--- src/rtl/lft_pkg.sv ---
// shared types, codes and character helpers for the formula tokenizer
package lft_pkg;

    typedef enum logic [2:0] {
        MODE_IDLE  = 3'd0,
        MODE_IDENT = 3'd1,
        MODE_EQ    = 3'd2,
        MODE_LT    = 3'd3,
        MODE_LTEQ  = 3'd4,
        MODE_ERR   = 3'd5
    } scan_mode_t;

    typedef enum logic [3:0] {
        KIND_END     = 4'd0,
        KIND_ID      = 4'd1,
        KIND_TRUE    = 4'd2,
        KIND_FALSE   = 4'd3,
        KIND_LPAREN  = 4'd4,
        KIND_RPAREN  = 4'd5,
        KIND_NOT     = 4'd6,
        KIND_AND     = 4'd7,
        KIND_OR      = 4'd8,
        KIND_IMPLIES = 4'd9,
        KIND_IFF     = 4'd10,
        KIND_ERROR   = 4'd11,
        KIND_CHAR    = 4'd12
    } token_kind_t;

    localparam int CHAR_W = 8;
    localparam int KIND_W = 4;

    // keyword match progress, all ones once the word can no longer match
    localparam logic [2:0] NO_MATCH  = 3'd7;
    localparam logic [2:0] TRUE_LEN  = 3'd4;
    localparam logic [2:0] FALSE_LEN = 3'd5;

    localparam logic [CHAR_W-1:0] CH_SPACE = 8'h20;
    localparam logic [CHAR_W-1:0] CH_LF    = 8'h0A;
    localparam logic [CHAR_W-1:0] CH_TAB   = 8'h09;
    localparam logic [CHAR_W-1:0] CH_LPAR  = 8'h28;
    localparam logic [CHAR_W-1:0] CH_RPAR  = 8'h29;
    localparam logic [CHAR_W-1:0] CH_BANG  = 8'h21;
    localparam logic [CHAR_W-1:0] CH_AMP   = 8'h26;
    localparam logic [CHAR_W-1:0] CH_BAR   = 8'h7C;
    localparam logic [CHAR_W-1:0] CH_EQ    = 8'h3D;
    localparam logic [CHAR_W-1:0] CH_LT    = 8'h3C;
    localparam logic [CHAR_W-1:0] CH_GT    = 8'h3E;

    typedef struct packed {
        token_kind_t       kind;
        logic [CHAR_W-1:0] ch;
        logic              last;
    } result_t;

    typedef struct packed {
        logic [1:0] count;
        result_t    first;
        result_t    second;
    } scan_out_t;

    function automatic logic is_letter(input logic [CHAR_W-1:0] c);
        return (c >= 8'h41 && c <= 8'h5A) || (c >= 8'h61 && c <= 8'h7A);
    endfunction

    function automatic logic is_digit(input logic [CHAR_W-1:0] c);
        return c >= 8'h30 && c <= 8'h39;
    endfunction

    // "True"
    function automatic logic [2:0] adv_true(input logic [2:0] p, input logic [CHAR_W-1:0] c);
        logic [2:0] r;
        r = NO_MATCH;
        case (p)
            3'd0: if (c == 8'h54) r = 3'd1;
            3'd1: if (c == 8'h72) r = 3'd2;
            3'd2: if (c == 8'h75) r = 3'd3;
            3'd3: if (c == 8'h65) r = 3'd4;
            default: r = NO_MATCH;
        endcase
        return r;
    endfunction

    // "False"
    function automatic logic [2:0] adv_false(input logic [2:0] p, input logic [CHAR_W-1:0] c);
        logic [2:0] r;
        r = NO_MATCH;
        case (p)
            3'd0: if (c == 8'h46) r = 3'd1;
            3'd1: if (c == 8'h61) r = 3'd2;
            3'd2: if (c == 8'h6C) r = 3'd3;
            3'd3: if (c == 8'h73) r = 3'd4;
            3'd4: if (c == 8'h65) r = 3'd5;
            default: r = NO_MATCH;
        endcase
        return r;
    endfunction

endpackage

--- src/rtl/logic_formula_tokenizer_core.sv ---
// top level of the propositional formula tokenizer
// Takes one character per cycle on the s_ channel while s_tready is high (s_tlast
// marks end of input, the character is then ignored) and returns tokens on the m_
// channel, one per cycle while m_tready is high. A request is accepted every cycle
// as long as the output side keeps up; a request that yields two results (an
// identifier closed by a one-character symbol, or end of input right after an
// identifier) puts both into the queue at once, to be given out in turn.
// Results are written into a four-entry queue on acceptance and leave it in
// order; s_tready drops when fewer than two entries are free. Whitespace between
// tokens and characters absorbed by error or symbol states give no result.
module logic_formula_tokenizer_core (
    input  logic       aclk,
    input  logic       aresetn,
    input  logic       s_tvalid,
    output logic       s_tready,
    input  logic [7:0] s_tdata,   // [7:0] char_code
    input  logic       s_tlast,   // end_of_input
    output logic       m_tvalid,
    input  logic       m_tready,
    output logic [7:0] m_tdata,   // [7:0] ident_char
    output logic [3:0] m_tuser,   // [3:0] token_kind
    output logic       m_tlast    // last_of_run
);
    import lft_pkg::*;

    scan_out_t scan_out;
    result_t   head;
    logic      take;
    logic      room;

    assign take     = s_tvalid && s_tready;
    assign s_tready = room;

    lft_scan u_scan (
        .aclk     (aclk),
        .aresetn  (aresetn),
        .in_take  (take),
        .in_char  (s_tdata),
        .in_eoi   (s_tlast),
        .scan_out (scan_out)
    );

    lft_out_queue u_queue (
        .aclk      (aclk),
        .aresetn   (aresetn),
        .push      (take),
        .push_data (scan_out),
        .room      (room),
        .out_valid (m_tvalid),
        .out_ready (m_tready),
        .out_data  (head)
    );

    assign m_tdata = head.ch;
    assign m_tuser = head.kind;
    assign m_tlast = head.last;

endmodule

--- src/rtl/lft_scan.sv ---
// scanner state and per-character token decision, up to two results per request
module lft_scan (
    input  logic                      aclk,
    input  logic                      aresetn,
    input  logic                      in_take,
    input  logic [lft_pkg::CHAR_W-1:0] in_char,
    input  logic                      in_eoi,
    output lft_pkg::scan_out_t        scan_out
);
    import lft_pkg::*;

    typedef struct packed {
        logic        emit;
        token_kind_t kind;
        logic [CHAR_W-1:0] ch;
        scan_mode_t  mode;
        logic [2:0]  tp;
        logic [2:0]  fp;
    } start_t;

    scan_mode_t mode_reg, mode_next;
    logic [2:0] tp_reg, tp_next;
    logic [2:0] fp_reg, fp_next;
    start_t     st;
    token_kind_t close_kind;
    scan_out_t  so;

    // handling of a character seen between tokens
    function automatic start_t start_char(input logic [CHAR_W-1:0] c);
        start_t s;
        s.emit = 1'b0;
        s.kind = KIND_END;
        s.ch   = '0;
        s.mode = MODE_IDLE;
        s.tp   = 3'd0;
        s.fp   = 3'd0;
        if (c == CH_SPACE || c == CH_LF || c == CH_TAB) begin
            s.emit = 1'b0;
        end else if (is_letter(c)) begin
            s.emit = 1'b1;
            s.kind = KIND_CHAR;
            s.ch   = c;
            s.mode = MODE_IDENT;
            s.tp   = adv_true(3'd0, c);
            s.fp   = adv_false(3'd0, c);
        end else begin
            case (c)
                CH_LPAR: begin
                    s.emit = 1'b1;
                    s.kind = KIND_LPAREN;
                end
                CH_RPAR: begin
                    s.emit = 1'b1;
                    s.kind = KIND_RPAREN;
                end
                CH_BANG: begin
                    s.emit = 1'b1;
                    s.kind = KIND_NOT;
                end
                CH_AMP: begin
                    s.emit = 1'b1;
                    s.kind = KIND_AND;
                end
                CH_BAR: begin
                    s.emit = 1'b1;
                    s.kind = KIND_OR;
                end
                CH_EQ:   s.mode = MODE_EQ;
                CH_LT:   s.mode = MODE_LT;
                default: s.mode = MODE_ERR;
            endcase
        end
        return s;
    endfunction

    always_comb begin
        if (tp_reg == TRUE_LEN) begin
            close_kind = KIND_TRUE;
        end else if (fp_reg == FALSE_LEN) begin
            close_kind = KIND_FALSE;
        end else begin
            close_kind = KIND_ID;
        end
    end

    always_comb begin
        st        = start_char(in_char);
        mode_next = mode_reg;
        tp_next   = tp_reg;
        fp_next   = fp_reg;
        so        = '0;
        if (in_eoi) begin
            mode_next = MODE_IDLE;
            tp_next   = 3'd0;
            fp_next   = 3'd0;
            so.count  = 2'd1;
            case (mode_reg)
                MODE_IDENT: begin
                    so.first.kind  = close_kind;
                    so.second.kind = KIND_END;
                    so.count       = 2'd2;
                end
                MODE_IDLE: so.first.kind = KIND_END;
                default:   so.first.kind = KIND_ERROR;
            endcase
        end else begin
            case (mode_reg)
                MODE_IDLE: begin
                    mode_next = st.mode;
                    tp_next   = st.tp;
                    fp_next   = st.fp;
                    if (st.emit) begin
                        so.first.kind = st.kind;
                        so.first.ch   = st.ch;
                        so.count      = 2'd1;
                    end
                end
                MODE_IDENT: begin
                    if (is_letter(in_char) || is_digit(in_char)) begin
                        tp_next       = adv_true(tp_reg, in_char);
                        fp_next       = adv_false(fp_reg, in_char);
                        so.first.kind = KIND_CHAR;
                        so.first.ch   = in_char;
                        so.count      = 2'd1;
                    end else begin
                        // close the identifier, then treat the character as a fresh start
                        so.first.kind = close_kind;
                        so.count      = 2'd1;
                        mode_next     = st.mode;
                        tp_next       = st.tp;
                        fp_next       = st.fp;
                        if (st.emit) begin
                            so.second.kind = st.kind;
                            so.second.ch   = st.ch;
                            so.count       = 2'd2;
                        end
                    end
                end
                MODE_EQ: begin
                    if (in_char == CH_GT) begin
                        so.first.kind = KIND_IMPLIES;
                        so.count      = 2'd1;
                        mode_next     = MODE_IDLE;
                    end else begin
                        mode_next = MODE_ERR;
                    end
                end
                MODE_LT: begin
                    mode_next = (in_char == CH_EQ) ? MODE_LTEQ : MODE_ERR;
                end
                MODE_LTEQ: begin
                    if (in_char == CH_GT) begin
                        so.first.kind = KIND_IFF;
                        so.count      = 2'd1;
                        mode_next     = MODE_IDLE;
                    end else begin
                        mode_next = MODE_ERR;
                    end
                end
                default: mode_next = MODE_ERR;
            endcase
        end
        if (so.count == 2'd1) begin
            so.first.last = 1'b1;
        end
        if (so.count == 2'd2) begin
            so.second.last = 1'b1;
        end
    end

    always_ff @(posedge aclk) begin
        if (!aresetn) begin
            mode_reg <= MODE_IDLE;
            tp_reg   <= 3'd0;
            fp_reg   <= 3'd0;
        end else if (in_take) begin
            mode_reg <= mode_next;
            tp_reg   <= tp_next;
            fp_reg   <= fp_next;
        end
    end

    assign scan_out = so;

endmodule

--- src/rtl/lft_out_queue.sv ---
// four-entry result queue, takes up to two results per cycle, gives one when out_ready is high
module lft_out_queue (
    input  logic                aclk,
    input  logic                aresetn,
    input  logic                push,
    input  lft_pkg::scan_out_t  push_data,
    output logic                room,
    output logic                out_valid,
    input  logic                out_ready,
    output lft_pkg::result_t    out_data
);
    import lft_pkg::*;

    localparam int DEPTH = 4;
    localparam int PTR_W = $clog2(DEPTH);

    result_t          q_reg [DEPTH];
    logic [PTR_W-1:0] wr_ptr_reg, wr_ptr_next;
    logic [PTR_W-1:0] rd_ptr_reg, rd_ptr_next;
    logic [PTR_W:0]   cnt_reg, cnt_next;
    logic [1:0]       n_push;
    logic             pop;
    logic [PTR_W-1:0] wr_ptr_inc;

    assign n_push     = push ? push_data.count : 2'd0;
    assign pop        = out_valid && out_ready;
    assign wr_ptr_inc = wr_ptr_reg + PTR_W'(1);

    always_comb begin
        wr_ptr_next = wr_ptr_reg + PTR_W'(n_push);
        rd_ptr_next = pop ? rd_ptr_reg + PTR_W'(1) : rd_ptr_reg;
        cnt_next    = cnt_reg + (PTR_W+1)'(n_push) - (PTR_W+1)'(pop);
    end

    always_ff @(posedge aclk) begin
        if (!aresetn) begin
            wr_ptr_reg <= '0;
            rd_ptr_reg <= '0;
            cnt_reg    <= '0;
        end else begin
            wr_ptr_reg <= wr_ptr_next;
            rd_ptr_reg <= rd_ptr_next;
            cnt_reg    <= cnt_next;
        end
    end

    always_ff @(posedge aclk) begin
        if (n_push != 2'd0) begin
            q_reg[wr_ptr_reg] <= push_data.first;
        end
        if (n_push == 2'd2) begin
            q_reg[wr_ptr_inc] <= push_data.second;
        end
    end

    // always keep space for a two-result request
    assign room      = cnt_reg <= (PTR_W+1)'(DEPTH - 2);
    assign out_valid = cnt_reg != '0;
    assign out_data  = q_reg[rd_ptr_reg];

endmodule

--- config.mk ---
export PLATFORM = sky130hd
export DESIGN_NAME = logic_formula_tokenizer_core
export DESIGN_NICKNAME = d
export VERILOG_FILES = /design/src/rtl/lft_pkg.sv /design/src/rtl/logic_formula_tokenizer_core.sv /design/src/rtl/lft_scan.sv /design/src/rtl/lft_out_queue.sv
export SDC_FILE = /design/constraint.sdc
export NUM_CORES = 1
export LEC_CHECK = 0
export BUFFER_PORTS_ARGS = -buffer_cell sky130_fd_sc_hd__clkbuf_2
export CAP_MARGIN = 20
export CORE_UTILIZATION = 55
export DETAILED_ROUTE_END_ITERATION = 12
export HOLD_SLACK_MARGIN = 0.03
export PLACE_DENSITY = 0.83
export SLEW_MARGIN = 25
export SYNTH_ARGS = -nofsm -noshare
export SYNTH_HDL_FRONTEND = slang
export SYNTH_HIERARCHICAL = 1
export SYNTH_SLANG_ARGS = --single-unit
--- constraint.sdc ---
create_clock -name aclk -period 3.6 [get_ports aclk]
set_input_delay 0.36 -clock aclk [delete_from_list [all_inputs] [get_ports aclk]]
set_output_delay 0.36 -clock aclk [all_outputs]
set_load 0.03 [all_outputs]
[Word-level counts from Yosys, hierarchy flattened]
Memory sizes are Yosys's and may differ from the RTL's. A register that Yosys moved wholly into a read port is not among the register bits.
Cells that the tools add are included.
Storage, ports and cells
  register bits after elaboration: 16
  output and inout bits: 15
  memories: 1
  input bits: 13
  memory bits (writable): 52
  word-level logic and storage cells: 132
Cells by class
  eq/ne operators: 36
  muxes and demuxes: 58
  $lt $le $gt $ge: 7
  reductions and logical operators: 19
  add/subtract/negate cells: 5
Memories
  u_queue.q_reg: words 4, bits a word 13, read ports 1, clocked after Yosys merged registers in 1, write ports 2, RTL line lft_out_queue.sv:17  | result_t q_reg [DEPTH];
Operators with widths (number)
  8-bit by 7-bit == test with 1-bit output, second input constant: 9
  8-bit by 6-bit == test with 1-bit output, second input constant: 8
  3-bit two-way mux: 14
  12-bit two-way mux: 3
  8-bit two-way mux: 4
  5-bit case mux with 5 select lines: 1
  3-bit case mux with 4 select lines: 2
  6-bit case mux with 4 select lines: 1
  21-bit two-way mux: 1
  3-bit by 2-bit == test with 1-bit output, second input constant: 6
  2-bit two-way mux: 9
  6-bit two-way mux: 3
  8-bit by 4-bit == test with 1-bit output, second input constant: 2
  8-bit by 7-bit greater-or-equal comparator with 1-bit output, second input constant: 2
  8-bit by 7-bit <= comparator with 1-bit output, second input constant: 2
  8-bit case mux with 2 select lines: 1
  5-bit two-way mux: 3
  3-bit case mux with 5 select lines: 1
  13-bit two-way mux: 1
  3-bit == test, second input constant: 4
  3-bit case mux with 2 select lines: 2
  3-bit by 1-bit == test with 1-bit output, second input constant: 3
  3-bit logical NOT: 3
  3-bit case mux with 3 select lines: 1
  20 further kinds: 39

[Depth between registers and ports, before layout]
Gate-level depths: netlist of the first run.
  depth after elaboration: 13
  gate-level depth with buffers: 16
  gate-level depth less buffers: 14

[By module]
The synthesis of the first run kept the hierarchy.
By module, submodules not included
  lft_out_queue: seq. area each 1741.7 µm², cells each 181, area an instance 3052.9 µm², instances 1
  lft_scan: seq. area each 180.2 µm², cells each 203, area an instance 1383.8 µm², instances 1
  logic_formula_tokenizer_core: seq. area each 0.0 µm², cells each 1, area an instance 6.3 µm², instances 1

[Worst setup path before layout of the first run]
Ideal clock, no wire load.
  path kind: input to register
  start: input s_tdata[2]
  end: register u_queue.cnt_reg[2]
  library setup time: 0.115 ns
  arrival time: 3.368 ns
  stages on the path: 15
  buffers on the path: 1
  setup slack: 0.117 ns
  required time: 3.485 ns
  path through: or3_4 a2111oi_4 a21oi_2 a211oi_4 a2111oi_2 a21oi_1 clkbuf_1 nand2_1 ha_1 inv_1 ha_1 fa_1 xnor2_1 xnor2_1 and2_1
RTL lines
  start, declared: RTL line logic_formula_tokenizer_core.sv:16  | input logic [7:0] s_tdata,
  end signal, assigned: RTL line lft_out_queue.sv:43  | cnt_reg <= cnt_next;
  end, declared: RTL line lft_out_queue.sv:20  | logic [PTR_W:0] cnt_reg, cnt_next;

==> results of run 1 <==
==> per-layer routing <==
layer,global-route usage [%],part of all wire [%],wire length (um)
met4,7.42,0.92,88
met5,0,0,0
met3,3.15,3.9,376
met2,40.8,52,5040
met1,30.3,43,4110
==> power by group through the flow <==
stage / registers, uW / clock network, uW / logic [uW]
CTS: 1070 / 633 / 765
global route: 1080 / 668 / 828
detailed placement: 1090 / 0 / 762
floorplan: 1020 / 0 / 636
finish: 1070 / 626 / 762
global placement: 1080 / 0 / 746
==> per-stage QoR <==
stage	util, %	instance area [um2]	instances	power, uW	hold WS (ns)
final	63.1	4900	525	2450	0.404
after global routing	63.1	4900	525	2580	0.419
after CTS	63.1	4900	525	2470	0.393
after detailed placement	60.6	4710	509	1850	0.520
after global placement	60.6	4710	509	1820	0.487
after floorplan	-	4470	393	1650	0.461
==> critical path, stage by stage <==
cell and delay, ns:
clkbuf_2 0.11, or3_4 0.40, a2111oi_4 0.36, a21oi_2 0.15
a211oi_4 0.35, a2111oi_2 0.10, a21oi_1 0.20, nand2_1 0.10
ha_1 0.30, inv_1 0.04, ha_1 0.18, fa_1 0.38
xnor2_1 0.15, xnor2_1 0.12, and2_1 0.15
==> worst max path at each step <==
stage	slack, ns	from	end
global placement	0.13	s_tdata[2]	u_queue/cnt_reg[2]$_SDFF_PN0_
finish	0.40	s_tdata[2]	u_queue/cnt_reg[2]$_SDFF_PN0_
CTS	0.41	s_tdata[2]	u_queue/cnt_reg[2]$_SDFF_PN0_
floorplan	0.12	s_tdata[2]	u_queue/cnt_reg[2]$_SDFF_PN0_
global route	0.12	s_tdata[2]	u_queue/cnt_reg[2]$_SDFF_PN0_
detailed placement	0.05	s_tdata[2]	u_queue/cnt_reg[2]$_SDFF_PN0_
==> final cells by class <==
type                            instances  area (um2)
Timing Repair Buffer                   47         285
Inverter                               11        41.3
Clock buffer                           10         128
Fill cell                             610        2870
Tap cell                              102         128
Sequential cell                        70        1920
Clock inverter                          6        63.8
Multi-Input combinational cell        279        2330
==> cell usage after synthesis, drive strengths merged (2+ instances only) <==
| master | number | area (um2) |
|---|---|---|
| mux2 | 53 | 634 |
| edfxtp | 52 | 1560 |
| buf | 25 | 159 |
| nand2 | 23 | 88.8 |
| a21oi | 21 | 109 |
| nor2 | 19 | 71.3 |
| dfxtp | 18 | 360 |
| and2 | 16 | 103 |
| o21ai | 15 | 75.1 |
| mux4 | 13 | 293 |
| nor3 | 13 | 65.1 |
| inv | 11 | 41.3 |
| clkbuf | 8 | 30.0 |
| nor4 | 8 | 71.3 |
| nand3 | 6 | 30.0 |
| xnor2 | 6 | 52.6 |
| nor3b | 5 | 37.5 |
| and3 | 4 | 25.0 |
| ha | 4 | 50.1 |
| nand4 | 4 | 25.0 |
| or2 | 4 | 25.0 |
| or3 | 4 | 30.0 |
| a2111oi | 3 | 51.3 |
| a211oi | 3 | 35.0 |
| nand2b | 3 | 18.8 |
| nand4b | 3 | 26.3 |
| nor2b | 3 | 18.8 |
| o41ai | 3 | 26.3 |
| a211o | 2 | 17.5 |
| nor4b | 2 | 30.0 |
| nor4bb | 2 | 26.3 |
| o211ai | 2 | 15.0 |
| o21a | 2 | 15.0 |
| o21bai | 2 | 15.0 |
| o311ai | 2 | 17.5 |
| o31a | 2 | 17.5 |
| o31ai | 2 | 15.0 |
==> kinds of logic (layout without fill, tap and decap cells) <==
group                      Yosys count  in the layout  synth area share (%)
buffers and inverters               44             74                  5.18
DFF                                 70             70                  43.3
other                                1              9                0.0844
and+or+nand+nor                    125            125                  16.8
muxes                               66             66                  20.9
adders and majority gates            5              5                  1.58
xor gates and xnor gates             7              7                  1.38
AOI/OAI and AO/OA                   67             67                  10.9
==> run_results.csv, run 1 <==
group,metric,value,unit
power_and_ir_drop,clockPowerShare,25.5,%
power_and_ir_drop,switchingPower,843,uW
clock_tree,cts_sinks,70,
place,portBuffers,27,
setup_path,reg2reg_from,"u_scan/mode_reg[0]$_SDFFE_PN0P_",
setup_path,r2r_cells,9,
setup_path,reg2reg_to,"u_queue/cnt_reg[2]$_SDFF_PN0_",
hold_path,whs_path_depth,2,
clock_tree,clkTransAtPathRegs,0.08,ns
timing,report.final.slew_viol_count,0,
power_and_ir_drop,internal_power,1610,uW
place,pre_cts_ws,0.0476,ns
global_route,gr-usage-all-layers,23.5,%
clock_tree,cts_made_buffers,9,
setup_path,start_kind,"input pin",
power_and_ir_drop,power.density,501,nW/um2
timing,setup_viol,0,
synth,synth-edff-count,52,
floorplanning,rows,32,
setup_path,cp.arrival,3.44,ns
synth,syn_area_per_cell,11.5,um2
timing,timing.final.crit_share,88.8,%
setup_path,worstSetupEndpointType,"register",
place,hpwl,6730,um
timing,layout_setup_ws,0.401,ns
detailed_routing,drc,0,
timing,tightest_slew,0.902,ns
clock_tree,post_cts_resized,0,
clock_tree,h-tree-depth,3,
layout,final_cell_mix,"52 x edfxtp_1, 43 x mux2_2, 27 x clkbuf_2",
detailed_routing,wire_per_inst,18.3,um
clock_tree,cts_tree,"yes",
floorplanning,core_area,7770,um2
detailed_routing,first_pass_iters,4,
global_route,grt_pass1_wl,15400,um
clock_tree,root_buffer,"clkbuf_8",
timing,slew_headroom,39.8,%
synth,ys.flop_type,"edfxtp_1",
floorplanning,die_height,91.9,um
timing,rsz0062_at_grt,"no",
global_route,grt_max_degree,17,
synth,synthCells,385,
synth,synth_cell_types,70,
timing,tns,0,ns
outcome,outcome,"complete, no violations",
detailed_routing,wl,9610,um
power_and_ir_drop,power_switching_share,34.4,%
setup_path,crit_type,"in2reg",
power_and_ir_drop,seqPwrFrac,43.5,%
detailed_routing,ant_nets,0,
detailed_routing,vias,3172,
clock_tree,cts_buffer_depth,2,
layout,final_common_cell,"edfxtp_1",
global_route,antenna_found_initial,0,
hold_path,min_to,"u_scan/mode_reg[0]$_SDFFE_PN0P_",
power_and_ir_drop,p_leak,0.00180,uW
timing,hold_violations,0,
floorplanning,start_util,57.2,%
layout,antennaDiodeCount,0,
timing,clock_skew,0.00916,ns
setup_path,r2r_slack,0.66,ns
synth,synth_warnings,6,
clock_tree,clkLatencyLatePin,0.35,ns
layout,areaGrowthSynthToFinish,10.3,%
power_and_ir_drop,p_comb_share,31.1,%
job,max-cap-violations,0,
hold_path,hold_start,"aresetn",
setup_path,required,3.84,ns
global_route,grt_overflow,0,
clock_tree,cts_setup_buffers,0,
synth,ys_seq_area_share,43.3,%
clock_tree,hold_buffers,0,
layout,largest_register_ffs,52,
synth,netlist_area,4440,um2
layout,drive_above_1_share,34.3,%
global_route,grt_pass1_vias,3093,
power_and_ir_drop,vdd_ir_drop_max,202,uV
floorplanning,die_x,91.9,um
detailed_routing,drt_iter0_drc,167,
synth,async_reset_ff_share,0,%
hold_path,hold_path_class,"in2reg",
detailed_routing,via_per_inst,6.04,
floorplanning,dieArea,8440,um2
place,place.gp.congestion,0.937,
timing,final.min_clock_period,3.20,ns
floorplanning,ios,28,
timing,timing.fmax,313,MHz
setup_path,critPathMaxFanout,7,
layout,layout.nets,436,
synth,synth_seq_cells,70,
Note: power is estimated with default switching activity, not from simulation.
==> run 2, diff against run 1 <==
--- a/config.mk
+++ b/config.mk
@@ -5,12 +5,12 @@
 export SDC_FILE = /design/constraint.sdc
 export NUM_CORES = 1
 export LEC_CHECK = 0
-export BUFFER_PORTS_ARGS = -buffer_cell sky130_fd_sc_hd__clkbuf_2
 export CAP_MARGIN = 20
-export CORE_UTILIZATION = 55
+export CORE_UTILIZATION = 58
 export DETAILED_ROUTE_END_ITERATION = 12
+export DONT_BUFFER_PORTS = 1
 export HOLD_SLACK_MARGIN = 0.03
-export PLACE_DENSITY = 0.83
+export PLACE_DENSITY = 0.85
 export SLEW_MARGIN = 25
 export SYNTH_ARGS = -nofsm -noshare
 export SYNTH_HDL_FRONTEND = slang
==> run 2 against run 1 <==
Setup slack improved by 0.055 ns. Cell area decreased by 4.1%. First-iteration DRC count increased by 31%. Critical endpoint unchanged. Total power decreased by 3.9%.
==> run_results.csv, run 2 (same netlist as run 1, synthesis figures left out) <==
group,metric,value,unit
timing,slew_headroom,40.6,%
floorplanning,ios,28,
clock_tree,cts_buffer_depth,2,
timing,rsz0062_at_grt,"no",
global_route,grt_pass1_wl,15100,um
clock_tree,h-tree-depth,3,
place,place.gp.congestion,0.967,
setup_path,r2r_slack,0.50,ns
floorplanning,core_area,7330,um2
global_route,grt_max_degree,19,
timing,report.final.slew_viol_count,0,
timing,timing.fmax,318,MHz
timing,setup_viol,0,
timing,hold_violations,0,
timing,layout_setup_ws,0.456,ns
layout,layout.nets,401,
timing,worst_hold_slack,0.139,ns
detailed_routing,drc,0,
clock_tree,cts_sinks,70,
power_and_ir_drop,p_leak,0.00165,uW
detailed_routing,wl,9460,um
clock_tree,cts_setup_buffers,0,
clock_tree,cts_tree,"yes",
layout,fillers,551,
clock_tree,hold_buffers,0,
timing,clock_skew,0.00507,ns
timing,timing.final.crit_share,87.3,%
clock_tree,clkTransAtPathRegs,0.07,ns
global_route,antenna_found_initial,0,
global_route,grt_overflow,0,
global_route,gr-usage-all-layers,25.9,%
detailed_routing,vias,3077,
outcome,outcome,"complete, no violations",
clock_tree,cts_made_buffers,9,
detailed_routing,first_pass_iters,4,
job,max-cap-violations,0,
floorplanning,die_height,89.5,um
setup_path,cp.arrival,3.38,ns
layout,drive_above_1_share,28.4,%
clock_tree,root_buffer,"clkbuf_8",
hold_path,hold_path_class,"in2reg",
setup_path,crit_type,"in2reg",
layout,final_common_cell,"edfxtp_1",
detailed_routing,via_per_inst,6.32,
layout,areaGrowthSynthToFinish,5.77,%
clock_tree,clkLatencyLatePin,0.34,ns
setup_path,worstSetupEndpointType,"register",
detailed_routing,ant_nets,0,
detailed_routing,drt_iter0_drc,219,
power_and_ir_drop,power.density,502,nW/um2
timing,final.min_clock_period,3.14,ns
detailed_routing,wire_per_inst,19.4,um
clock_tree,post_cts_resized,0,
layout,final_cell_mix,"52 x edfxtp_1, 43 x mux2_2, 22 x nand2_1",
place,hpwl,6610,um
layout,antennaDiodeCount,0,
layout,largest_register_ffs,52,
setup_path,start_kind,"input pin",
timing,tightest_slew,0.890,ns
floorplanning,rows,31,
place,pre_cts_ws,0.135,ns
place,portBuffers,0,
power_and_ir_drop,vdd_ir_drop_max,235,uV
setup_path,required,3.84,ns
timing,tns,0,ns
power_and_ir_drop,finalPower,2360,uW
floorplanning,die_x,89.5,um
setup_path,critPathMaxFanout,13,
floorplanning,start_util,60.6,%
global_route,grt_pass1_vias,2965,
floorplanning,dieArea,8010,um2
run 2: cell types whose count changed in the layout (fill, tap and decap cells not counted):
| cell | previous run | this run |
|---|---|---|
| clkbuf_2 | 27 | 0 |
| buf_4 | 20 | 12 |
| clkinv_4 | 1 | 2 |
| clkinvlp_4 | 2 | 0 |
| clkinv_2 | 2 | 3 |
run 2: final timing paths:
kind | from | endpoint | cells after the start
max | s_tdata[2] | u_queue/cnt_reg[2]$_SDFF_PN0_ | 14
min | aresetn | u_queue/wr_ptr_reg[1]$_SDFF_PN0_ | 1
max reg2reg | u_scan/mode_reg[2]$_SDFFE_PN0P_ | u_queue/q_reg[3][7]$_DFFE_PP_ | 8
min reg2reg | u_scan/tp_reg[2]$_SDFFE_PN0P_ | u_scan/tp_reg[2]$_SDFFE_PN0P_ | 2
run 2: power by group:
part | internal [uW] | switching, uW | total [uW]
clock | 319 | 293 | 612
combinational | 285 | 399 | 683
sequential | 961 | 104 | 1060
total | 1560 | 796 | 2360
run 2: metrics by stage:
stage / area, um2 / utilization, % / cells
2_1_floorplan: 4470 / - / 393
3_3_place_gp: 4510 / 61.5 / 471
3_5_place_dp: 4510 / 61.5 / 471
4_1_cts: 4700 / 64.1 / 487
5_1_grt: 4700 / 64.1 / 487
6_report: 4700 / 64.1 / 487
run 2: worst max-delay path: stages:
cell and delay (ns):
or3_4 0.38, a2111oi_4 0.40, a21oi_2 0.15, a211oi_4 0.36, a2111oi_2 0.11, a21oi_1 0.20
nand2_1 0.11, ha_1 0.30, inv_1 0.04, ha_1 0.18, fa_1 0.38, xnor2_1 0.15
xnor2_1 0.12, and2_1 0.15
run 2: final cells by class:
class	instances	area, um2	share of cell area, %
Clock inverter	6	62.6	1.33
Timing Repair Buffer	12	90.1	1.92
Multi-Input combinational cell	279	2330	49.6
Inverter	11	41.3	0.879
Sequential cell	70	1920	40.9
Tap cell	99	124	2.64
Clock buffer	10	128	2.72
run 2: metal layers:
layer	track usage, %	wire length (um)	vias up
met2	43.1	4810	80
met1	33.3	4080	1538
met4	9.24	148	0
li1	-	-	1442
met3	5.91	426	17
met5	0	0	-
